**config.mk**
```make
export PLATFORM = sky130hd
export DESIGN_NAME = block_rms_voice_activity_detector
export DESIGN_NICKNAME = d
export VERILOG_FILES = /design/src/design/rmsvad_pkg.sv /design/src/design/rmsvad_accum.sv /design/src/design/rmsvad_root.sv /design/src/design/block_rms_voice_activity_detector.sv
export SDC_FILE = /design/constraint.sdc
export NUM_CORES = 2
export LEC_CHECK = 0
export BUFFER_PORTS_ARGS = -buffer_cell sky130_fd_sc_hd__buf_2
export CAP_MARGIN = 20
export CORE_MARGIN = 2
export CORE_UTILIZATION = 40
export DETAILED_ROUTE_END_ITERATION = 8
export PLACE_DENSITY = 0.56
export SLEW_MARGIN = 20
export SYNTH_ARGS = -nofsm -noshare
export SYNTH_HDL_FRONTEND = slang
export SYNTH_HIERARCHICAL = 1
export SYNTH_SLANG_ARGS = --single-unit
```
**constraint.sdc**
```tcl
create_clock -name clk -period 12.85 [get_ports clk]
set_input_delay 2.57 -clock clk [delete_from_list [all_inputs] [get_ports clk]]
set_output_delay 2.57 -clock clk [all_outputs]
set_load 0.02 [all_outputs]
```
**src/design/rmsvad_pkg.sv**
```systemverilog
// ----------------------------------------------------------------------------
// rmsvad_pkg
// shared types and constants of the rms voice activity detector
// ----------------------------------------------------------------------------
package rmsvad_pkg;

  localparam int PCM_W    = 16;
  localparam int SQR_W    = 31;
  localparam int LVL_W    = 24;
  localparam int HANG_W   = 4;
  localparam int WGT_W    = 16;
  localparam int CFG_W    = 24;
  localparam int CFG_IDX_W = 2;
  localparam int DIFF_W   = LVL_W + 1;
  localparam int PROD_W   = DIFF_W + WGT_W + 1;

  localparam logic [LVL_W-1:0]  LVL_MAX    = {LVL_W{1'b1}};
  localparam logic [HANG_W-1:0] QUIET_MAX  = {HANG_W{1'b1}};

  localparam logic [CFG_IDX_W-1:0] CFG_START  = 2'd0;
  localparam logic [CFG_IDX_W-1:0] CFG_HOLD   = 2'd1;
  localparam logic [CFG_IDX_W-1:0] CFG_HANG   = 2'd2;
  localparam logic [CFG_IDX_W-1:0] CFG_WEIGHT = 2'd3;

  localparam logic [LVL_W-1:0]  START_RST  = 24'd150995;
  localparam logic [LVL_W-1:0]  HOLD_RST   = 24'd83886;
  localparam logic [HANG_W-1:0] HANG_RST   = 4'd8;
  localparam logic [WGT_W-1:0]  WEIGHT_RST = 16'd19661;

  typedef enum logic [2:0] {
    S_IDLE,
    S_LOAD,
    S_DIV,
    S_SQRT,
    S_MUL,
    S_OUT
  } rmsvad_state_t;

  typedef struct packed {
    logic load;
    logic div_step;
    logic sqrt_init;
    logic sqrt_step;
  } rmsvad_ctl_t;

endpackage

```
**src/design/rmsvad_accum.sv**
```systemverilog
// ----------------------------------------------------------------------------
// rmsvad_accum
// sum of squares and sample count of the open block
// ----------------------------------------------------------------------------
module rmsvad_accum import rmsvad_pkg::*; #(
  parameter int MAXS  = 4096,
  parameter int CNT_W = 13,
  parameter int SUM_W = 43
) (
  input  logic                    clk,
  input  logic                    rst_n,
  input  logic                    en_i,
  input  logic                    clr_i,
  input  logic signed [PCM_W-1:0] sample_i,
  input  logic                    present_i,
  output logic [SUM_W-1:0]        sum_o,
  output logic [CNT_W-1:0]        cnt_o
);

  logic [SUM_W-1:0]        sum_r;
  logic [CNT_W-1:0]        cnt_r;
  logic signed [2*PCM_W-1:0] sq;
  logic                    take;

  assign sq   = sample_i * sample_i;
  assign take = en_i && present_i && (cnt_r < CNT_W'(MAXS));

  always_ff @(posedge clk) begin
    if (!rst_n || clr_i) begin
      sum_r <= '0;
      cnt_r <= '0;
    end else if (take) begin
      sum_r <= sum_r + SUM_W'(sq[SQR_W-1:0]);
      cnt_r <= cnt_r + 1'b1;
    end
  end

  assign sum_o = sum_r;
  assign cnt_o = cnt_r;

endmodule

```
**src/design/rmsvad_root.sv**
```systemverilog
// ----------------------------------------------------------------------------
// rmsvad_root
// shared compare-subtract unit: restoring divide, then digit-by-digit root
// ----------------------------------------------------------------------------
module rmsvad_root import rmsvad_pkg::*; #(
  parameter int SUM_W = 43,
  parameter int CNT_W = 13,
  parameter int LFB   = 8
) (
  input  logic             clk,
  input  rmsvad_ctl_t      ctl_i,
  input  logic [SUM_W-1:0] sum_i,
  input  logic [CNT_W-1:0] cnt_i,
  output logic [LVL_W-1:0] level_o
);

  localparam int NUM_W  = SUM_W + 2 * LFB;
  localparam int ROOT_W = (NUM_W + 1) / 2;
  localparam int SQ_W   = 2 * ROOT_W;
  localparam int REM_W  = ((CNT_W > ROOT_W + 1) ? CNT_W : ROOT_W + 1) + 2;
  localparam int EXT_W  = (ROOT_W > LVL_W) ? ROOT_W : LVL_W;

  logic [SQ_W-1:0]   work_r;
  logic [REM_W-1:0]  rem_r;
  logic [ROOT_W-1:0] root_r;
  logic [CNT_W-1:0]  cnt_r;

  logic [REM_W-1:0]  shifted;
  logic [REM_W-1:0]  operand;
  logic [REM_W:0]    diff;
  logic              ge;
  logic [EXT_W-1:0]  root_ext;

  always_comb begin
    if (ctl_i.sqrt_step) begin
      shifted = {rem_r[REM_W-3:0], work_r[SQ_W-1 -: 2]};
      operand = REM_W'({root_r, 2'b01});
    end else begin
      shifted = {rem_r[REM_W-2:0], work_r[SQ_W-1]};
      operand = REM_W'(cnt_r);
    end
    diff = {1'b0, shifted} - {1'b0, operand};
    ge   = !diff[REM_W];
  end

  always_ff @(posedge clk) begin
    if (ctl_i.load) begin
      work_r <= SQ_W'(sum_i) << (2 * LFB);
      cnt_r  <= cnt_i;
      rem_r  <= '0;
    end else begin
      if (ctl_i.div_step) begin
        work_r <= {work_r[SQ_W-2:0], ge};
        rem_r  <= ctl_i.sqrt_init ? '0 : (ge ? diff[REM_W-1:0] : shifted);
      end
      if (ctl_i.sqrt_step) begin
        work_r <= {work_r[SQ_W-3:0], 2'b00};
        rem_r  <= ge ? diff[REM_W-1:0] : shifted;
        root_r <= {root_r[ROOT_W-2:0], ge};
      end
      if (ctl_i.sqrt_init) begin
        root_r <= '0;
      end
    end
  end

  // saturate to the level width
  assign root_ext = EXT_W'(root_r);
  assign level_o  = (root_ext > EXT_W'(LVL_MAX)) ? LVL_MAX : root_ext[LVL_W-1:0];

endmodule

```
**src/design/block_rms_voice_activity_detector.sv**
```systemverilog
// ----------------------------------------------------------------------------
// block_rms_voice_activity_detector
// block rms level, smoothed level and speaking flag with hysteresis
// ----------------------------------------------------------------------------
// A sample item is taken whenever it is offered while the detector is idle.
// The item that closes a block holds the input stalled while one shared
// compare-subtract unit first divides the scaled sum of squares by the
// sample count, one quotient bit per cycle, and then takes its square root,
// one root bit per cycle. The quotient is SQ_W bits wide, the numerator width
// (sum width plus twice LEVEL_FRAC_BITS, rounded up to even), and the root
// ROOT_W bits, half of it. An empty block skips the unit. One result follows
// each closing item, after a single multiply-add for the smoothed level; the
// result sits in an output register so the next block can start while it
// waits, and a second result waits in the last step until the first one is
// taken.
// ----------------------------------------------------------------------------
module block_rms_voice_activity_detector import rmsvad_pkg::*; #(
  parameter int MAX_BLOCK_SAMPLES = 4096,
  parameter int LEVEL_FRAC_BITS   = 8
) (
  input  logic                    clk,
  input  logic                    rst_n,
  input  logic                    in_valid,
  output logic                    in_stall,
  input  logic signed [PCM_W-1:0] in_pcm_sample,
  input  logic                    in_sample_present,
  input  logic                    in_block_end,
  output logic                    out_valid,
  input  logic                    out_stall,
  output logic [LVL_W-1:0]        out_block_rms,
  output logic [LVL_W-1:0]        out_smoothed_level,
  output logic                    out_speaking,
  output logic                    out_speaking_changed,
  input  logic                    cfg_we,
  input  logic [CFG_IDX_W-1:0]    cfg_index,
  input  logic [CFG_W-1:0]        cfg_wdata
);

  localparam int CNT_W  = $clog2(MAX_BLOCK_SAMPLES + 1);
  localparam int SUM_W  = CNT_W + SQR_W - 1;
  localparam int NUM_W  = SUM_W + 2 * LEVEL_FRAC_BITS;
  localparam int ROOT_W = (NUM_W + 1) / 2;
  localparam int SQ_W   = 2 * ROOT_W;
  localparam int IT_W   = $clog2(SQ_W + 1);

  rmsvad_state_t state_r, state_nxt;
  rmsvad_ctl_t   ctl;

  logic [LVL_W-1:0]  start_r;
  logic [LVL_W-1:0]  hold_r;
  logic [HANG_W-1:0] hang_r;
  logic [WGT_W-1:0]  weight_r;

  logic [LVL_W-1:0]  avg_r, avg_nxt;
  logic              spk_r, spk_nxt;
  logic [HANG_W-1:0] quiet_r, quiet_nxt, quiet_inc;

  logic [IT_W-1:0]   it_r;
  logic              empty_r;
  logic [LVL_W-1:0]  level_r;
  logic signed [PROD_W-1:0] prod_r;

  logic              out_valid_r;
  logic [LVL_W-1:0]  out_rms_r;
  logic [LVL_W-1:0]  out_avg_r;
  logic              out_spk_r;
  logic              out_chg_r;

  logic              in_xfer;
  logic              acc_clr;
  logic              out_free;
  logic              out_load;
  logic              div_last;
  logic              sqrt_last;
  logic [SUM_W-1:0]  acc_sum;
  logic [CNT_W-1:0]  acc_cnt;
  logic [LVL_W-1:0]  root_level;
  logic [LVL_W-1:0]  level_sel;
  logic signed [DIFF_W-1:0] diff;
  logic signed [DIFF_W-1:0] avg_sum;

  rmsvad_accum #(
    .MAXS  (MAX_BLOCK_SAMPLES),
    .CNT_W (CNT_W),
    .SUM_W (SUM_W)
  ) u_accum (
    .clk       (clk),
    .rst_n     (rst_n),
    .en_i      (in_xfer),
    .clr_i     (acc_clr),
    .sample_i  (in_pcm_sample),
    .present_i (in_sample_present),
    .sum_o     (acc_sum),
    .cnt_o     (acc_cnt)
  );

  rmsvad_root #(
    .SUM_W (SUM_W),
    .CNT_W (CNT_W),
    .LFB   (LEVEL_FRAC_BITS)
  ) u_root (
    .clk     (clk),
    .ctl_i   (ctl),
    .sum_i   (acc_sum),
    .cnt_i   (acc_cnt),
    .level_o (root_level)
  );

  assign in_xfer   = in_valid && !in_stall;
  assign out_free  = !out_valid_r || !out_stall;
  assign out_load  = (state_r == S_OUT) && out_free;
  assign div_last  = (it_r == IT_W'(SQ_W - 1));
  assign sqrt_last = (it_r == IT_W'(ROOT_W - 1));

  // next state
  always_comb begin
    state_nxt = state_r;
    unique case (state_r)
      S_IDLE: if (in_xfer && in_block_end) state_nxt = S_LOAD;
      S_LOAD: state_nxt = (acc_cnt == '0) ? S_MUL : S_DIV;
      S_DIV:  if (div_last) state_nxt = S_SQRT;
      S_SQRT: if (sqrt_last) state_nxt = S_MUL;
      S_MUL:  state_nxt = S_OUT;
      S_OUT:  if (out_free) state_nxt = S_IDLE;
      default: state_nxt = S_IDLE;
    endcase
  end

  // sequencer outputs
  always_comb begin
    in_stall      = (state_r != S_IDLE);
    acc_clr       = (state_r == S_LOAD);
    ctl.load      = (state_r == S_LOAD);
    ctl.div_step  = (state_r == S_DIV);
    ctl.sqrt_init = (state_r == S_DIV) && div_last;
    ctl.sqrt_step = (state_r == S_SQRT);
  end

  // smoothing and hysteresis
  always_comb begin
    level_sel = empty_r ? '0 : root_level;
    diff      = $signed({1'b0, level_sel}) - $signed({1'b0, avg_r});
    avg_sum   = $signed({1'b0, avg_r}) + $signed(prod_r[PROD_W-2:WGT_W]);
    avg_nxt   = avg_sum[LVL_W-1:0];
    quiet_inc = (quiet_r == QUIET_MAX) ? quiet_r : quiet_r + 1'b1;
    spk_nxt   = spk_r;
    quiet_nxt = quiet_r;
    if (spk_r) begin
      if (avg_nxt < hold_r) begin
        quiet_nxt = quiet_inc;
        if (quiet_inc >= hang_r) spk_nxt = 1'b0;
      end else begin
        quiet_nxt = '0;
      end
    end else if (avg_nxt > start_r) begin
      quiet_nxt = '0;
      spk_nxt   = 1'b1;
    end
  end

  always_ff @(posedge clk) begin
    if (!rst_n) begin
      state_r     <= S_IDLE;
      out_valid_r <= 1'b0;
      avg_r       <= '0;
      spk_r       <= 1'b0;
      quiet_r     <= '0;
      start_r     <= START_RST;
      hold_r      <= HOLD_RST;
      hang_r      <= HANG_RST;
      weight_r    <= WEIGHT_RST;
    end else begin
      state_r <= state_nxt;
      if (out_load) begin
        out_valid_r <= 1'b1;
        avg_r       <= avg_nxt;
        spk_r       <= spk_nxt;
        quiet_r     <= quiet_nxt;
      end else if (!out_stall) begin
        out_valid_r <= 1'b0;
      end
      if (cfg_we) begin
        unique case (cfg_index)
          CFG_START:  start_r  <= cfg_wdata[LVL_W-1:0];
          CFG_HOLD:   hold_r   <= cfg_wdata[LVL_W-1:0];
          CFG_HANG:   hang_r   <= cfg_wdata[HANG_W-1:0];
          CFG_WEIGHT: weight_r <= cfg_wdata[WGT_W-1:0];
          default: ;
        endcase
      end
    end
  end

  always_ff @(posedge clk) begin
    unique case (state_r)
      S_LOAD: begin
        it_r    <= '0;
        empty_r <= (acc_cnt == '0);
      end
      S_DIV:  it_r <= div_last ? '0 : it_r + 1'b1;
      S_SQRT: it_r <= it_r + 1'b1;
      S_MUL: begin
        level_r <= level_sel;
        prod_r  <= diff * $signed({1'b0, weight_r});
      end
      default: ;
    endcase
    if (out_load) begin
      out_rms_r <= level_r;
      out_avg_r <= avg_nxt;
      out_spk_r <= spk_nxt;
      out_chg_r <= (spk_nxt != spk_r);
    end
  end

  assign out_valid            = out_valid_r;
  assign out_block_rms        = out_rms_r;
  assign out_smoothed_level   = out_avg_r;
  assign out_speaking         = out_spk_r;
  assign out_speaking_changed = out_chg_r;

  // closing transfer always starts the evaluation
  a_close_stalls: assert property (@(posedge clk) disable iff (!rst_n)
    in_valid && !in_stall && in_block_end |=> in_stall)
    else $error("closing transfer did not start evaluation");

  // change flag agrees with the flag update
  a_change_flag: assert property (@(posedge clk) disable iff (!rst_n)
    out_load |=> out_speaking_changed == (spk_r != $past(spk_r)))
    else $error("change flag does not match speaking update");

  // root iterations stay within the root width
  a_root_count: assert property (@(posedge clk) disable iff (!rst_n)
    state_r == S_SQRT |-> it_r < IT_W'(ROOT_W))
    else $error("root iteration count out of range");

endmodule

```
# Word-level counts from Yosys, hierarchy flattened
# Cells that the tools add are included.
# W data, S select, Z words.
totals:
  register_bits: 413
  in_bits: 49
op_classes:
  add_sub_neg: 7
  mul: 2
  magnitude_cmp: 5
  n_eq_ne: 17
  mux: 30
  n_bitwise: 1
  reduce_logical: 29
op_table:
  columns: ["op", "n"]
  rows:
  - ["$mux W32", 5]
  - ["$mux W60", 2]
  - ["$mux W59", 1]
  - ["$mux W24", 2]
  - ["$add A43 B31 Y43", 1]
  - ["$mul A25 B17 Y40", 1]
  - ["$sub A33 B32 Y34", 1]
  - ["$mux W33", 1]
  - ["$mul A16 B16 Y31", 1]
  - ["$gt A30 B24 Y1 const B", 1]
  - ["$mux W30", 1]
  - ["$sub A24 B24 Y25", 1]
  - ["$add A24 B24 Y24", 1]
  - ["$gt A24 B24 Y1", 1]
  - ["$lt A24 B24 Y1", 1]
  - ["$pmux W3 S6", 1]
  - ["$pmux W6 S3", 1]
  - ["$mux W4", 4]
  - ["$mux W3", 5]
  - ["$add A13 B1 Y13 const B", 1]
  - ["$logic_not A13 Y1", 1]
  - ["$lt A13 B13 Y1 const B", 1]
  - ["$reduce_and A2 Y1", 6]
  - ["$add A6 B1 Y6 const B", 1]
  - ["other kinds (25)", 49]

# Depth between registers and ports, before layout
logic_depth:
  depth_word: 7
  depth_mapped: 38
  depth_no_buf: 36

# Hierarchy
# Netlist, hierarchy kept.
by_module_without_submodules:
  columns: ["module", "n_inst", "cells_each", "area_each_um2"]
  rows:
  - ["block_rms_voice_activity_detector", 1, 2785, 25204.2]
  - ["rmsvad_accum", 1, 1525, 12912.4]
  - ["rmsvad_root", 1, 875, 8309.2]

# Worst setup path after synthesis
# OpenSTA, ideal clock, no wires.
synth_path:
  path_type: "input to register"
  start: "input in_pcm_sample[1]"
  end: "register u_accum.sum_r[32] (netlist: u_accum/sum_o[32])"
  setup_time_ns: 0.124
  t_arrival_ns: 9.656
  required_ns: 12.726
  slack_ns: 3.069
  cell_stages: 30
  n_path_buf: 3
  cell_sequence: "clkbuf_1 -> clkbuf_1 -> nand2_1 -> fa_1 -> fa_1 -> fa_1 -> fa_1 -> inv_1 -> fa_1 -> inv_1 -> fa_1 -> inv_1 -> ha_1 -> a41oi_1 -> nor3b_1 -> a21oi_1 -> o21a_1 -> o21a_1 -> o21a_1 -> o311ai_1 -> ha_1 -> clkbuf_1 -> a21oi_1 -> o21ai_1 -> a2111oi_0 -> nand3_1 -> and4_1 -> o21a_1 -> o21ai_0 -> nand3_1"
synth_via:
  elab_chain_cells: 2
synth_lines:
  columns: ["element", "line_no", "source"]
  rows:
  - ["from (decl)", "block_rms_voice_activity_detector.sv:25", "input logic signed [PCM_W-1:0] in_pcm_sample,"]
  - ["$mul A16 B16 Y31", "rmsvad_accum.sv:25", "assign sq = sample_i * sample_i;"]
  - ["$add A43 B31 Y43", "rmsvad_accum.sv:33", "sum_r <= sum_r + SUM_W'(sq[SQR_W-1:0]);"]
  - ["to (signal assigned)", "rmsvad_accum.sv:33", null]
  - ["to (decl)", "rmsvad_accum.sv:20", "logic [SUM_W-1:0] sum_r;"]
# No other way between the ends.
# A chain may end at the register's enable or synchronous reset.

# Worst setup path in the final report
layout_path:
  start: "register u_root.root_r[27] (netlist: u_root/root_ext[27])"
  end: "register prod_r[38], data pin"
layout_via:
  elab_chain_cells: 5
layout_lines:
  columns: ["element", "line_no", "source"]
  rows:
  - ["from (decl)", "rmsvad_root.sv:25", "logic [ROOT_W-1:0] root_r;"]
  - ["from (signal assigned)", "rmsvad_root.sv:59", "root_r <= {root_r[ROOT_W-2:0], ge};"]
  - ["$gt A30 B24 Y1", "rmsvad_root.sv:69", "assign level_o = (root_ext > EXT_W'(LVL_MAX)) ? LVL_MAX : root_ext[LVL_W-1:0];"]
  - ["$mux W24", "rmsvad_root.sv:69", null]
  - ["named net root_level[5]", "block_rms_voice_activity_detector.sv:77", "logic [LVL_W-1:0] root_level;"]
  - ["$mux W24", "block_rms_voice_activity_detector.sv:141", "level_sel = empty_r ? '0 : root_level;"]
  - ["named net level_sel[5]", "block_rms_voice_activity_detector.sv:78", "logic [LVL_W-1:0] level_sel;"]
  - ["$sub A24 B24 Y25", "block_rms_voice_activity_detector.sv:142", "diff = $signed({1'b0, level_sel}) - $signed({1'b0, avg_r});"]
  - ["$mul A25 B17 Y40", "block_rms_voice_activity_detector.sv:204", "prod_r <= diff * $signed({1'b0, weight_r});"]
  - ["to (signal assigned)", "block_rms_voice_activity_detector.sv:204", null]
  - ["to (decl)", "block_rms_voice_activity_detector.sv:61", "logic signed [PROD_W-1:0] prod_r;"]
# The timed path passes the listed nets, and every way through them passes these cells.

==> Flow_metrics.wiki <==
{| class="wikitable"
! Metric !! Value
|-
| Total routed wirelength || 124 mm
|-
| Number of distinct library cells after synthesis || 99
|-
| Critical path endpoint category || flip-flop
|-
| Via count of the first global-routing pass || 35631
|-
| Chip Width || 345 um
|-
| Number of buffers created by CTS || 43
|-
| HPWL after detailed placement || 95.2 mm
|-
| Layout cell share with drive strength beyond 1 || 7.04%
|-
| Core ar. || 0.115 mm^2
|-
| Worst clock skew on the final layout || 0.0369 ns
|-
| Total global routing overflow || 0
|-
| Post-synth net total || 6196
|-
| Detail-routed net length per standard cell || 18.5 um
|-
| Min cycle time layout || 10.54 ns
|-
| Mapped Avg Cell Area || 8.95 um^2
|-
| DR vias || 34984
|-
| CTS sink count || 397
|-
| Maximum clock rate || 94.9 MHz
|-
| Drt drc || 0
|-
| Synth Warn # || 6
|-
| Cell type with the highest occurrence count on the critical path || fa_1
|-
| Aggregate negative setup slack || 0 ns
|-
| Max-slew headroom at the worst pin || 34.0%
|-
| Number of standard cells in the final layout excluding fillers || 6699
|-
| Final-report max-slew violation count || 0
|-
| Max stage delay cell, worst path || fa_1
|-
| Wire length of the first global-routing pass || 197 mm
|-
| CP delay by family, top || adder cells
|-
| Outcome || finished, final reports clean
|-
| Total instance count after detailed placement || 6621
|-
| Clock tree root driver cell || clkbuf_16
|-
| Most area-consuming cells after synthesis || fa_1, edfxtp_1, ha_1
|-
| Flop and latch count out of synthesis || 397
|-
| Number of synthesized flops with an enable pin || 191
|-
| Fin crit share || 82.0%
|-
| FP Rows || 124
|-
| Netlist area before placement || 0.0464 mm^2
|-
| Post-route antenna net violation count || 0
|-
| Flop2flop setup slack || 2.31 ns
|-
| Buffers on Ports || 100
|-
| Pin count of the biggest net entering global routing || 102
|-
| Starting density of the core || 40.5%
|-
| Max Root-Sink Buffers || 3
|-
| Unrepaired setup endpoints after global routing || false
|-
| Share of Yosys cell area claimed by the top area cell type || 26.2%
|-
| Net count reported at finish || 6165
|-
| CP peak stage delay || 0.78 ns
|-
| Detailed Route Iter0 Violations || 2056
|-
| CTS tree || done
|-
| Actual transition at the worst max-transition pin || 0.989 ns
|-
| Antenna violations before repair || 3
|-
| Count of maximum capacitance violations || 0
|-
| Y dimension of the die || 345 um
|-
| Clock slew at the register clock pins of the worst setup and hold paths || 0.07 ns
|-
| Growth of design area from synthesis to finish || 7.40%
|-
| Inserted Diodes || 0
|-
| Detailed-router iteration count before antenna repair || 5
|-
| Final setup violation count || 0
|-
| Hold Worst Slack || 0.418 ns
|-
| Count of mapped cells out of synthesis || 5185
|-
| Overall track demand over capacity in global routing || 21.1%
|-
| Clock insertion delay at the later pin of the skew report || 0.61 ns
|-
| Biggest fanout along the worst timing path || 24
|-
| Worst min path class || reg -> reg
|-
| Crit Path Category || reg -> reg
|-
| Post-CTS repair timing setup buffer count || 0
|-
| CTS H-tree depth || 2
|-
| Data arrival time of the critical path || 10.90 ns
|-
| Count of hold-fix buffers inserted at cts || 0
|-
| Count of buffering cells on the critical path with inverters included || 3
|-
| FFs w/ async S/R, synth || 0%
|-
| Number of failing hold endpoints at the final stage || 0
|-
| Category of the worst setup path launch point || flip-flop
|-
| Cell accounting for the most synthesized area || fa_1
|-
| Fill cell total of the finished layout || 11315
|-
| Final WS setup || 2.31 ns
|-
| Sequential share of the synthesized area || 21.2%
|-
| Primary flip-flop cell chosen by synthesis mapping || dfxtp_1
|-
| Post-CTS resize count || 0
|-
| Die area || 0.119 mm^2
|-
| Data required, critical path || 13.21 ns
|-
| IO Pins || 101
|-
| Number of vias per cell after detailed routing || 5.22
|-
| Weighted congestion at the end of routability-driven global placement || 0.890
|-
| DP Worst Slack || 2.23 ns
|}
synthesized netlist by cell type (all sizes together), types with 39 or more instances:
cell,count
and2,202
nand4,39
nor2,206
xor2,54
nand2b,52
inv,913
xnor2,121
a21o,70
fa,607
a211oi,43
nor2b,85
dfxtp,206
o21ai,174
a21oi,250
clkbuf,203
nand3,93
nor3,61
nand2,659
a22oi,43
o211ai,45
edfxtp,191
mux2i,64
ha,355
kinds of logic after synthesis:
| logic type | synth area share (%) |
|---|---|
| and+or+nand+nor | 16.3 |
| adders and majority gates | 35.7 |
| AOI/OAI and AO/OA | 11.8 |
| xor gates and xnor gates | 3.30 |
| muxes | 2.11 |
| buffers and inverters | 9.47 |
| DFF | 21.2 |
metrics by stage:
stage               area [um^2]  utilization, %
detailed placement        48400            42.2
finish                    49900            43.5
global route              49900            43.5
global placement          48400            42.2
CTS                       49900            43.5
floorplan                 46400               -
cell usage in the layout (no fill, tap or decap), drive strengths merged, types with 30 or more instances in the layout:
cell type and n:
a22oi 43, nor3 61, and2 202, dfxtp 206, nor2 206, nor2b 85
o21ai 174, or2 34, fa 607, xnor2 121, nand2 659, a211oi 43
inv 918, clkbuf 55, o211ai 45, ha 355, nand4 39, nand3 93
mux2 30, mux2i 64, edfxtp 191, and3 33, nand2b 52, a21oi 250
buf 165, xor2 54, a21o 70
state kept, by name, indices dropped and copies added (netlist names), 3 cells and up:
signal,count
u_accum/cnt_o,13
prod_r,24
u_root/work_r,60
it_r,6
avg_r,24
level_r,24
u_root/rem_r,32
out_block_rms,24
u_root/cnt_r,13
hang_r,4
start_r,24
out_smoothed_level,24
u_accum/sum_o,43
hold_r,24
state_r,3
u_root/root_ext,30
weight_r,16
quiet_r,4
metal layers:
metal | up-vias | track usage, % | wire length (um)
li1 | 16700 | - | -
met1 | 17361 | 28.0 | 55500
met2 | 729 | 36.1 | 59900
met3 | 194 | 2.68 | 5410
met4 | 0 | 5.69 | 3430
met5 | - | 0 | 0
worst reg2reg max path: cells and delay by family (launching register included):
kind / cells / cell delay, ns
adders and majority gates: 8 / 4.17
AOI/OAI and AO/OA: 12 / 3.31
DFF: 1 / 0.40
xor gates and xnor gates: 1 / 0.13
buffers and inverters: 3 / 0.47
and+or+nand+nor: 6 / 1.85
area by class of cell:
cell class	count	area (um^2)	area share (%)
clock buffer	55	1170	2.35
clock inverter	23	258	0.517
inverter	915	3430	6.89
multi-input combinational	3632	32300	64.7
sequential	397	9860	19.8
tap	1512	1890	3.79
timing repair buffer	165	992	1.99
final timing paths:
check | start | endpoint | cells past startpoint
worst max-delay path | u_root/root_ext[27] | prod_r[38] | 30
worst min-delay path | level_r[17] | out_block_rms[17] | 0
worst max register to register | u_root/root_ext[27] | prod_r[38] | 30
worst min register to register | level_r[17] | out_block_rms[17] | 0
Power is not shown: default switching activity piles up to over one toggle a cycle in this logic, so the estimate is an artifact.
